===== src/adp_pkg.sv =====
// Shared constants, types and codes of the Adam parameter update engine.
`default_nettype none
package adp_pkg;

  localparam int ELEMENTS     = 4096;  // moment store depth, a power of two
  localparam int IDX_W        = $clog2(ELEMENTS);
  localparam int QUEUE_DEPTH  = 4;
  localparam int QUEUE_PTR_W  = $clog2(QUEUE_DEPTH);
  localparam int CFG_IDX_W    = 8;
  localparam int CFG_DATA_W   = 24;
  localparam int IN_DATA_W    = 80;
  localparam int OUT_DATA_W   = 48;

  // Pipeline depths of the scaling unit
  localparam int DIV_STAGES   = 16;  // 2 bits of m_hat, 4 bits of v_hat per stage
  localparam int SQRT_STAGES  = 16;  // 2 root bits per stage
  localparam int QUO_STAGES   = 17;  // 2 update bits per stage

  localparam logic [32:0] ONE_Q32 = 33'h1_0000_0000;

  typedef enum logic {
    FUNC_STEP = 1'b0,
    FUNC_ELEM = 1'b1
  } func_t;

  typedef enum logic [CFG_IDX_W-1:0] {
    REG_LEARN_RATE   = 8'd0,
    REG_DECAY_FIRST  = 8'd1,
    REG_DECAY_SECOND = 8'd2,
    REG_EPSILON      = 8'd3
  } reg_idx_t;

  typedef struct packed {
    logic [23:0] learn_rate;
    logic [15:0] decay_first;
    logic [15:0] decay_second;
    logic [15:0] epsilon_term;
  } cfg_t;

  // Element item as queued between front and back
  typedef struct packed {
    logic [11:0] elem_index;
    logic [31:0] param_value;
    logic [31:0] grad_value;
    logic [32:0] d1;
    logic [32:0] d2;
  } elem_item_t;

  // Updated moments handed to the scaling unit
  typedef struct packed {
    logic        vld;
    logic [11:0] idx;
    logic [31:0] p;
    logic [31:0] m;
    logic [47:0] v;
    logic [32:0] d1;
    logic [32:0] d2;
  } moment_out_t;

endpackage
`default_nettype wire


===== src/adp_queue.sv =====
// Short queue of element items between front end and moment stage.
`default_nettype none
module adp_queue (
  input  wire logic                clk,
  input  wire logic                rst,
  input  wire logic                push,
  input  wire adp_pkg::elem_item_t push_item,
  input  wire logic                pop,
  output logic                     q_valid,
  output adp_pkg::elem_item_t      q_item,
  output logic                     full
);

  adp_pkg::elem_item_t             entries [adp_pkg::QUEUE_DEPTH];
  logic [adp_pkg::QUEUE_PTR_W-1:0] wr_ptr;
  logic [adp_pkg::QUEUE_PTR_W-1:0] rd_ptr;
  logic [adp_pkg::QUEUE_PTR_W:0]   count;

  assign q_valid = (count != '0);
  assign full    = (count == (adp_pkg::QUEUE_PTR_W+1)'(adp_pkg::QUEUE_DEPTH));
  assign q_item  = entries[rd_ptr];

  always_ff @(posedge clk) begin
    if (push) begin
      entries[wr_ptr] <= push_item;
    end
  end

  always_ff @(posedge clk) begin
    if (rst) begin
      wr_ptr <= '0;
      rd_ptr <= '0;
      count  <= '0;
    end else begin
      if (push) wr_ptr <= wr_ptr + 1'b1;
      if (pop)  rd_ptr <= rd_ptr + 1'b1;
      if (push && !pop)      count <= count + 1'b1;
      else if (!push && pop) count <= count - 1'b1;
    end
  end

endmodule
`default_nettype wire


===== config.mk =====
export PLATFORM = sky130hd
export DESIGN_NAME = adp_queue
export DESIGN_NICKNAME = d
export VERILOG_FILES = /design/src/adp_pkg.sv /design/src/adp_queue.sv
export SDC_FILE = /design/constraint.sdc
export NUM_CORES = 1
export LEC_CHECK = 0
export BUFFER_PORTS_ARGS = -buffer_cell sky130_fd_sc_hd__buf_2
export CAP_MARGIN = 15
export CORE_MARGIN = 4
export CORE_UTILIZATION = 60
export DETAILED_ROUTE_END_ITERATION = 6
export PLACE_DENSITY = 0.81
export SLEW_MARGIN = 30
export SYNTH_ARGS = -nofsm -noshare
export SYNTH_HDL_FRONTEND = slang
export SYNTH_SLANG_ARGS = --single-unit

===== constraint.sdc =====
create_clock -name clk -period 10.45 [get_ports clk]
set_input_delay 0.5225 -clock clk [delete_from_list [all_inputs] [get_ports clk]]
set_output_delay 0.5225 -clock clk [all_outputs]
set_load 0.01 [all_outputs]

==> flow_summary.ini <==
[placement]
pre_cts_ws_ns = 6.96
io_buffers = 289
hpwlAfterDp_mm = 24.1
dpl_cell_area_sq_um = 22800
globalplace.congestion = 0.735

[finish]
regArea_sq_um = 17200
drive_gt1_share_pct = 45.8
multi_input_area_sq_um = 3440
design_area_sq_um = 24700
nets = 1263
nFillCells = 1983
area_growth_syn_to_layout_pct = 18.1

[detailed_routing]
detail-route-antenna-nets = 0
drt_first_pass_iters = 5
drc_errors = 0
wl_per_cell_um = 25.9
wl_mm = 41.9
viasPerCell = 5.91
drt-initial-drc-count = 678
via_count = 9574

[setup_path]
rr_startpoint = wr_ptr[0]$_SDFFE_PP0P_
path_common_cell = buf_4
critPathMaxFanout = 52
worst-endpoint-required_ns = 9.93
cp_cell_sequence = buf_4 > buf_4 > mux4_2 > buf_2
start_kind = register
worstPathArrival_ns = 3.53
slowest_delay_ns = 0.80
cp-end-kind = output pin
worstRegToRegCells = 5
crit_end = q_item[108]
worstSetupPathType = reg2out
rrSetupSlack_ns = 7.32
reg2reg_to = entries[0][29]$_DFFE_PP_
critPathSlowestCell = dfxtp_4

[yosys]
synth_seq_cells = 577
ys_warn_count = 0
syn_nets = 938
yosys.area.top_type = edfxtp_1
ys.flop_type = edfxtp_1
ys_types = 19
synth.cell_area_sq_um = 20900
synth_enable_flop_cells = 568
postSynthCellCount = 786
async_reset_ff_share_pct = 0
synth_area_leaders = edfxtp_1 (82%), mux4_2 (15%), dfxtp_1 (0.86%), buf_6 (0.54%), buf_2 (0.38%)
ys_seq_area_share_pct = 82.5
syn_avg_cell_area_sq_um = 26.6
synth_top_area_share_pct = 81.6

[sta]
rsz0062_at_grt = false
tightest_slew_ns = 0.853
skew_ns = 0.0160
hold_viol_final = 0
fin_crit_sh_pct = 38.8
final.min_clock_period_ns = 4.06
tns_ns = 0
max-slew-margin-rel_pct = 43.2
layout_setup_ws_ns = 6.39
slew_viol_final = 0
max_freq_mhz = 246
finalSetupViolCount = 0

[flow_run]
cap_violations = 0

[die]
design.core.area_sq_um = 34500
die_w_um = 195
start_util_pct = 60.7
num_rows = 68
design.die.area_sq_um = 37900
io_pins = 290
die_h_um = 195

[grt]
grt_max_degree = 110
grt_usage_pct = 22.4
grt_pass1_vias = 10100
grt.overflow.total = 0
antenna_found_initial = 11
grt_pass1_wl_mm = 63.6

[clocking]
cts-root-buf = clkbuf_16
cts_buffers = 55
clkSinkCount = 577
cts-resized-gates = 0
postCtsSetupBuffers = 0
clk_latency_ns = 0.59
htree_num_levels = 2
clockBufferDepth = 3
clk_pin_slew_ns = 0.06
cts_tree = done
hold_buffers = 0

[worst_hold_path]
hp-class = in2reg

[pwr]
powerDensity_nw_per_um2 = 209
power_mw = 5.15
ir_drop_mv = 0.177
leakage_nw = 8.30

[run_status]
outcome = finished clean
## final cells by class
cell class	count	area share, %
flip-flops and latches	577	69.8
multi-input cells	172	13.9
repair buffers	301	6.36
clock buffers	74	6.15
well taps	455	2.31
clock inverters	30	1.27
diodes	7	0.0710
inverters	4	0.0608
## placed cells by master (no fill, tap or decap), types with 5 or more instances in the layout
master,count
buf_4,10
clkbuf_16,56
diode_2,7
buf_2,289
nor2_1,7
ha_1,5
clkbuf_1,13
bufinv_16,6
dfxtp_1,7
mux4_2,142
clkinv_2,8
edfxtp_1,568
clkinv_1,10
clkbuf_8,5
## power by group
part / internal, mW / switching (mW)
combinational: 0.213 / 0.254
sequential: 2.66 / 0.0439
clock: 1.17 / 0.810
## registers in the layout, summed over array words and instances (netlist names), named ones only
register and count:
count 3, entries 568, rd_ptr 2, wr_ptr 2
## critical path: cells and delay by family (launching register included)
family                 cells  cell delay, ns
DFF                        1            0.80
muxes                      1            0.45
buffers and inverters      3            1.54
## cell families (layout without fill, tap and decap cells)
| group | after synthesis | count (layout) | synth area share [%] |
|---|---|---|---|
| flip-flops | 577 | 577 | 82.5 |
| AO/OA/AOI/OAI | 2 | 2 | 0.0478 |
| other | 0 | 7 | 0 |
| AND/OR/NAND/NOR | 15 | 15 | 0.359 |
| XOR/XNOR | 5 | 5 | 0.210 |
| buffers and inverters | 37 | 409 | 1.12 |
| multiplexers | 144 | 144 | 15.4 |
| adder cells (fa/ha/maj) | 6 | 6 | 0.395 |
## layer usage
| metal | up-vias | wire length (um) | GRT usage (%) | share of wire (%) |
|---|---|---|---|---|
| met2 | 401 | 20700 | 35.2 | 50 |
| met1 | 5023 | 16200 | 31.4 | 39 |
| li1 | 4061 | - | - | - |
| met3 | 73 | 3960 | 6.95 | 9.4 |
| met4 | 16 | 931 | 6.02 | 2.2 |
| met5 | - | 83 | 0 | 0.20 |
## worst min-delay path by stage
stage | from | end | slack (ns) | depth (start not counted)
detailed placement | count[2]$_SDFFE_PP0P_ | count[2]$_SDFFE_PP0P_ | 0.48 | 2
global placement | count[2]$_SDFFE_PP0P_ | count[2]$_SDFFE_PP0P_ | 0.48 | 2
finish | push_item[65] | entries[3][65]$_DFFE_PP_ | 0.14 | 1
CTS | push_item[131] | entries[0][131]$_DFFE_PP_ | 0.10 | 1
floorplan | count[2]$_SDFFE_PP0P_ | count[2]$_SDFFE_PP0P_ | 0.46 | 2
global route | push_item[123] | entries[1][123]$_DFFE_PP_ | 0.11 | 1
## metrics by stage
step / cells / utilization [%] / hold slack, ns
floorplan: 786 / - / 0.461
global placement: 1508 / 66.2 / 0.480
detailed placement: 1508 / 66.2 / 0.484
CTS: 1612 / 71.5 / 0.103
global route: 1616 / 71.6 / 0.113
finish: 1620 / 71.6 / 0.144
## Yosys cell counts, types with 2 or more instances
library cell / number
xor2_1: 3
buf_6: 10
xnor2_1: 2
dfxtp_1: 9
ha_1: 5
inv_1: 4
edfxtp_1: 568
nor2_1: 7
or3_1: 2
buf_2: 16
mux4_2: 142
clkbuf_1: 7
mux2i_1: 2
and2_1: 4
(Power assumes the default switching activity.)
