File: src/adp_pkg.sv
// Shared constants, types and codes of the Adam parameter update engine.
`default_nettype none
package adp_pkg;

  localparam int ELEMENTS     = 4096;  // moment store depth, a power of two
  localparam int IDX_W        = $clog2(ELEMENTS);
  localparam int QUEUE_DEPTH  = 4;
  localparam int QUEUE_PTR_W  = $clog2(QUEUE_DEPTH);
  localparam int CFG_IDX_W    = 8;
  localparam int CFG_DATA_W   = 24;
  localparam int IN_DATA_W    = 80;
  localparam int OUT_DATA_W   = 48;

  // Pipeline depths of the scaling unit
  localparam int DIV_STAGES   = 16;  // 2 bits of m_hat, 4 bits of v_hat per stage
  localparam int SQRT_STAGES  = 16;  // 2 root bits per stage
  localparam int QUO_STAGES   = 17;  // 2 update bits per stage

  localparam logic [32:0] ONE_Q32 = 33'h1_0000_0000;

  typedef enum logic {
    FUNC_STEP = 1'b0,
    FUNC_ELEM = 1'b1
  } func_t;

  typedef enum logic [CFG_IDX_W-1:0] {
    REG_LEARN_RATE   = 8'd0,
    REG_DECAY_FIRST  = 8'd1,
    REG_DECAY_SECOND = 8'd2,
    REG_EPSILON      = 8'd3
  } reg_idx_t;

  typedef struct packed {
    logic [23:0] learn_rate;
    logic [15:0] decay_first;
    logic [15:0] decay_second;
    logic [15:0] epsilon_term;
  } cfg_t;

  // Element item as queued between front and back
  typedef struct packed {
    logic [11:0] elem_index;
    logic [31:0] param_value;
    logic [31:0] grad_value;
    logic [32:0] d1;
    logic [32:0] d2;
  } elem_item_t;

  // Updated moments handed to the scaling unit
  typedef struct packed {
    logic        vld;
    logic [11:0] idx;
    logic [31:0] p;
    logic [31:0] m;
    logic [47:0] v;
    logic [32:0] d1;
    logic [32:0] d2;
  } moment_out_t;

endpackage
`default_nettype wire

File: src/adp_front.sv
// Front end: config registers, item accept and classify, running beta powers.
`default_nettype none
module adp_front (
  input  wire logic                          clk,
  input  wire logic                          rst,
  input  wire logic                          s_tvalid,
  output logic                               s_tready,
  input  wire logic [adp_pkg::IN_DATA_W-1:0] s_tdata,
  input  wire logic                          s_tuser,
  input  wire logic                          cfg_valid,
  output logic                               cfg_ready,
  input  wire logic [adp_pkg::CFG_IDX_W-1:0] cfg_index,
  input  wire logic [adp_pkg::CFG_DATA_W-1:0] cfg_data,
  input  wire logic                          clearing,
  input  wire logic                          q_full,
  output logic                               push,
  output adp_pkg::elem_item_t                push_item,
  output adp_pkg::cfg_t                      cfg
);

  logic [32:0] pow1;
  logic [32:0] pow2;
  logic [48:0] pow1_prod;
  logic [48:0] pow2_prod;
  logic        accept;
  logic        is_elem;

  assign cfg_ready = 1'b1;
  assign s_tready  = !clearing && !q_full;
  assign accept    = s_tvalid && s_tready;
  assign is_elem   = (adp_pkg::func_t'(s_tuser) == adp_pkg::FUNC_ELEM);
  assign push      = accept && is_elem;

  assign pow1_prod = pow1 * cfg.decay_first;
  assign pow2_prod = pow2 * cfg.decay_second;

  always_comb begin
    push_item.elem_index  = s_tdata[11:0];
    push_item.param_value = s_tdata[43:12];
    push_item.grad_value  = s_tdata[75:44];
    push_item.d1          = adp_pkg::ONE_Q32 - pow1;
    push_item.d2          = adp_pkg::ONE_Q32 - pow2;
  end

  always_ff @(posedge clk) begin
    if (rst) begin
      cfg.learn_rate   <= 24'd16777;
      cfg.decay_first  <= 16'd58982;
      cfg.decay_second <= 16'd65470;
      cfg.epsilon_term <= 16'd43;
    end else if (cfg_valid && cfg_ready) begin
      unique case (cfg_index)
        adp_pkg::REG_LEARN_RATE:   cfg.learn_rate   <= cfg_data;
        adp_pkg::REG_DECAY_FIRST:  cfg.decay_first  <= cfg_data[15:0];
        adp_pkg::REG_DECAY_SECOND: cfg.decay_second <= cfg_data[15:0];
        adp_pkg::REG_EPSILON:      cfg.epsilon_term <= cfg_data[15:0];
        default: ;
      endcase
    end
  end

  // Begin-step item: scale the running powers
  always_ff @(posedge clk) begin
    if (rst) begin
      pow1 <= adp_pkg::ONE_Q32;
      pow2 <= adp_pkg::ONE_Q32;
    end else if (accept && !is_elem) begin
      pow1 <= pow1_prod[48:16];
      pow2 <= pow2_prod[48:16];
    end
  end

endmodule
`default_nettype wire

File: config.mk
export PLATFORM = sky130hd
export DESIGN_NAME = adp_front
export DESIGN_NICKNAME = d
export VERILOG_FILES = /design/src/adp_pkg.sv /design/src/adp_front.sv
export SDC_FILE = /design/constraint.sdc
export NUM_CORES = 2
export LEC_CHECK = 0
export ABC_CLOCK_PERIOD_IN_PS = 7300
export BUFFER_PORTS_ARGS = -buffer_cell sky130_fd_sc_hd__buf_2
export CORE_ASPECT_RATIO = 1.25
export CORE_MARGIN = 2
export CORE_UTILIZATION = 55
export CTS_BUF_LIST = sky130_fd_sc_hd__clkbuf_2 sky130_fd_sc_hd__clkbuf_4 sky130_fd_sc_hd__clkbuf_8
export DETAILED_ROUTE_END_ITERATION = 7
export PLACE_DENSITY = 0.75
export SYNTH_ARGS = -nofsm -noshare
export SYNTH_HDL_FRONTEND = slang
export SYNTH_SLANG_ARGS = --single-unit
File: constraint.sdc
create_clock -name clk -period 7.3 [get_ports clk]
set_input_delay 1.825 -clock clk [delete_from_list [all_inputs] [get_ports clk]]
set_output_delay 1.825 -clock clk [all_outputs]
set_load 0.01 [all_outputs]
==> impl_metrics.tcl <==
set metrics [dict create \
    synth_simple_gate_area_share_pct 18.9 \
    synth_top_cells_by_area "sky130_fd_sc_hd__fa_1, sky130_fd_sc_hd__inv_1, sky130_fd_sc_hd__nand2_1, sky130_fd_sc_hd__ha_1, sky130_fd_sc_hd__and2_1" \
    place_congestion 0.936 \
    floorplan.initialDensity_pct 55.5 \
    synth.top_cell.area_share_pct 44.1 \
    cell_breakdown_of_the_critical_path "nand2_1 > fa_1 > fa_1 > fa_1 > inv_1 > fa_1 > fa_1 > inv_1 > fa_1 > inv_1 > ha_1 > nand2_1 > o21ai_1 > o2111ai_1 > a31oi_1 > o2111ai_1 > a21oi_2 > a31oi_1 > or4_1 > nand3_1" \
    grt_start_max_net_pins 84 \
    final_critical_path_setup_slack_ns 0.208 \
    status "completed" \
    synth_compound_gate_area_share_pct 5.62 \
    n_fill_cell 6209 \
    cp.required_ns 7.76 \
    ys.warnings.count 0 \
    seq_area_frac_synth_pct 7.06 \
    asr_flop_ratio_synth_pct 0 \
    dr.first_iter.drc_count 1962 \
    via_count_of_the_first_global_routing_pass 32900 \
    die_outline_area_sq_mm 0.0733 \
    grt_util_all_layers_pct 29.9 \
    clk_pin_slew_ns 0.10 \
    cts_max_path_buffers 2 \
    slew_violations 0 \
    yosysUniqueCellTypes 75 \
    detailroute.via_count 30500 \
    cts.hold.buffers_added 0 \
    wire_length_of_the_first_global_routing_pass_mm 171 \
    max_freq_mhz 141 \
    worstHoldPathType "register to register" \
    clock_latency_ns 0.52 \
    core.rowCount 109 \
    tritoncts "yes" \
    portion_of_netlist_area_occupied_by_mux_cells_pct 0.870 \
    avgRoutedWirePerCell_microns 19.2 \
    max_stage_delay_ns 0.95 \
    critPathMostFrequentCell "sky130_fd_sc_hd__fa_1" \
    tns_ns 0 \
    synth_enable_flop_cells 0 \
    max-slew-margin-rel_pct 21.6 \
    critPathLaunchType "register" \
    worst_clock_skew_ns 0.0214 \
    cts_num_sinks 138 \
    postRouteAntennaNets 0 \
    die-height_microns 302 \
    yosys_register_bits 138 \
    tightest_slew_ns 1.17 \
    nNetsFinal 5751 \
    drive_above_1_share_pct 8.54 \
    drt_wl_total_mm 105 \
    cp_max_fo 19 \
    cp.buffers_inverters 3 \
    die_width_microns 243 \
    hold-worst-slack_ns 0.456 \
    cts-resized-gates 0 \
    final.period_utilization_pct 97.1 \
    critical_path_arrival_ns 7.56 \
    clock_tree.root_cell "sky130_fd_sc_hd__clkbuf_8" \
    area.growth.synth_to_final_pct 5.08 \
    minimum_setup_slack_after_placement_ns 0.342 \
    worstSetupPathType "register to register" \
    cell_count_after_synthesis 4564 \
    cts_inserted_buffers 17 \
    syn_area_sq_mm 0.0391 \
    slowest_stage "sky130_fd_sc_hd__dfxtp_1" \
    cts_setup_buffers 0 \
    drt_drc_violations_left 0 \
    synth_adder_area_share_pct 51.7 \
    setup_viol_count_final 0 \
    dpl.hpwl_mm 82.0 \
    cp_top_family "adder cells" \
    top_level_ports 336 \
    cell_type_with_the_highest_aggregate_area_in_the_netlist "sky130_fd_sc_hd__fa_1" \
    syn_nets 5783 \
    synth_top_family_by_area "adder cells" \
    cp-end-kind "register" \
    rsz_0062_raised_after_global_routing "no" \
    buffer_ports.inserted 178 \
    cts_max_level 4 \
    synthesized_area_fraction_occupied_by_xor_and_xnor_cells_pct 2.66 \
    period_minus_slack_ns 7.09 \
    detail_route.vias_per_cell 5.56 \
    timing.max_cap.violations 0 \
    ys_dominant_reg_cell "sky130_fd_sc_hd__dfxtp_1" \
    syn_area_per_cell_sq_um 8.57 \
    antenna_found_initial 1 \
    grt_remaining_overflow 0 \
    core_area_sq_mm 0.0705 \
    timing.final.hold_violations 0 \
    drt_first_pass_iters 5 \
]
## layout by cell type, fill, tap and decap left out, types with 53 or more instances in the layout
| cell | n |
|---|---|
| sky130_fd_sc_hd__inv_1 | 906 |
| sky130_fd_sc_hd__nor2_1 | 67 |
| sky130_fd_sc_hd__buf_4 | 127 |
| sky130_fd_sc_hd__o21ai_0 | 53 |
| sky130_fd_sc_hd__and2_1 | 453 |
| sky130_fd_sc_hd__nand2_1 | 860 |
| sky130_fd_sc_hd__ha_1 | 238 |
| sky130_fd_sc_hd__dfxtp_1 | 135 |
| sky130_fd_sc_hd__a21oi_1 | 148 |
| sky130_fd_sc_hd__fa_1 | 862 |
| sky130_fd_sc_hd__xnor2_1 | 74 |
| sky130_fd_sc_hd__buf_2 | 177 |
## layer usage
| metal | track usage [%] | wire, microns | vias up | part of all wire, % |
|---|---|---|---|---|
| li1 | - | - | 13400 | - |
| met1 | 35.1 | 38100 | 15400 | 36 |
| met2 | 53.3 | 53400 | 1352 | 51 |
| met3 | 4.39 | 8040 | 351 | 7.6 |
| met4 | 15.3 | 5650 | 0 | 5.4 |
| met5 | 0 | 0 | - | 0 |
## synth_stat cells (all sizes together) (12+ instances only)
| cell type | n |
|---|---|
| o21bai | 13 |
| inv | 906 |
| nand2 | 860 |
| and3 | 12 |
| xnor2 | 74 |
| a21o | 36 |
| buf | 112 |
| xor2 | 45 |
| nand4 | 23 |
| fa | 862 |
| a31oi | 13 |
| nand3 | 34 |
| mux2i | 34 |
| nor3 | 28 |
| o21ai | 64 |
| dfxtp | 138 |
| and2 | 453 |
| nor4 | 26 |
| nor2 | 70 |
| clkbuf | 257 |
| a21oi | 151 |
| ha | 238 |
| a211oi | 16 |
## area by class of cell
| class | count | area (sq um) | area share, % |
|---|---|---|---|
| Tap cell | 943 | 1180 | 2.87 |
| Clock inverter | 14 | 160 | 0.389 |
| Antenna cell | 1 | 2.50 | 0.00609 |
| Inverter | 906 | 3400 | 8.27 |
| Sequential cell | 138 | 2770 | 6.73 |
| Timing Repair Buffer | 318 | 2120 | 5.15 |
| Clock buffer | 18 | 241 | 0.587 |
| Multi-Input combinational cell | 3151 | 31200 | 76.0 |
## worst register-to-register path: stages, from the launching register on
cell,delay [ns]
sky130_fd_sc_hd__dfxtp_1,0.95
sky130_fd_sc_hd__nand2_1,0.21
sky130_fd_sc_hd__fa_1,0.57
sky130_fd_sc_hd__fa_1,0.52
sky130_fd_sc_hd__fa_1,0.52
sky130_fd_sc_hd__inv_1,0.06
sky130_fd_sc_hd__fa_1,0.49
sky130_fd_sc_hd__fa_1,0.49
sky130_fd_sc_hd__inv_1,0.05
sky130_fd_sc_hd__fa_1,0.48
sky130_fd_sc_hd__inv_1,0.04
sky130_fd_sc_hd__ha_1,0.34
sky130_fd_sc_hd__nand2_1,0.11
sky130_fd_sc_hd__o21ai_1,0.18
sky130_fd_sc_hd__o2111ai_1,0.14
sky130_fd_sc_hd__a31oi_1,0.44
sky130_fd_sc_hd__o2111ai_1,0.33
sky130_fd_sc_hd__a21oi_2,0.31
sky130_fd_sc_hd__a31oi_1,0.20
sky130_fd_sc_hd__or4_1,0.51
sky130_fd_sc_hd__nand3_1,0.08
## worst paths after layout
path / depth (start not counted) / to / from / slack (ns)
worst max register to register: 20 / pow1[24] / pow1[15] / 0.21
worst max-delay path: 20 / pow1[24] / pow1[15] / 0.21
worst min register to register: 2 / cfg[59] / cfg[59] / 0.46
worst min-delay path: 2 / cfg[59] / cfg[59] / 0.46
## through the flow
stage / std cells / utilization (%) / instance area [sq um]
finish: 5489 / 58.3 / 41100
global route: 5489 / 58.3 / 41100
CTS: 5488 / 58.3 / 41100
detailed placement: 5456 / 57.7 / 40700
global placement: 5456 / 57.7 / 40700
floorplan: 4564 / - / 39100
## kinds of logic after synthesis
kind of cell | Yosys count
DFF | 138
other | 1
muxes | 34
and+or+nand+nor | 1548
xor gates and xnor gates | 119
adders and majority gates | 1100
buffers and inverters | 1275
AOI/OAI and AO/OA | 349
## flip-flops by register name, indices dropped and copies added, names as in the netlist
| name | flops |
|---|---|
| pow2 | 33 |
| pow1 | 33 |
| cfg | 72 |
Power is not shown: default switching activity piles up to over one toggle a cycle in this logic, so the estimate is an artifact.
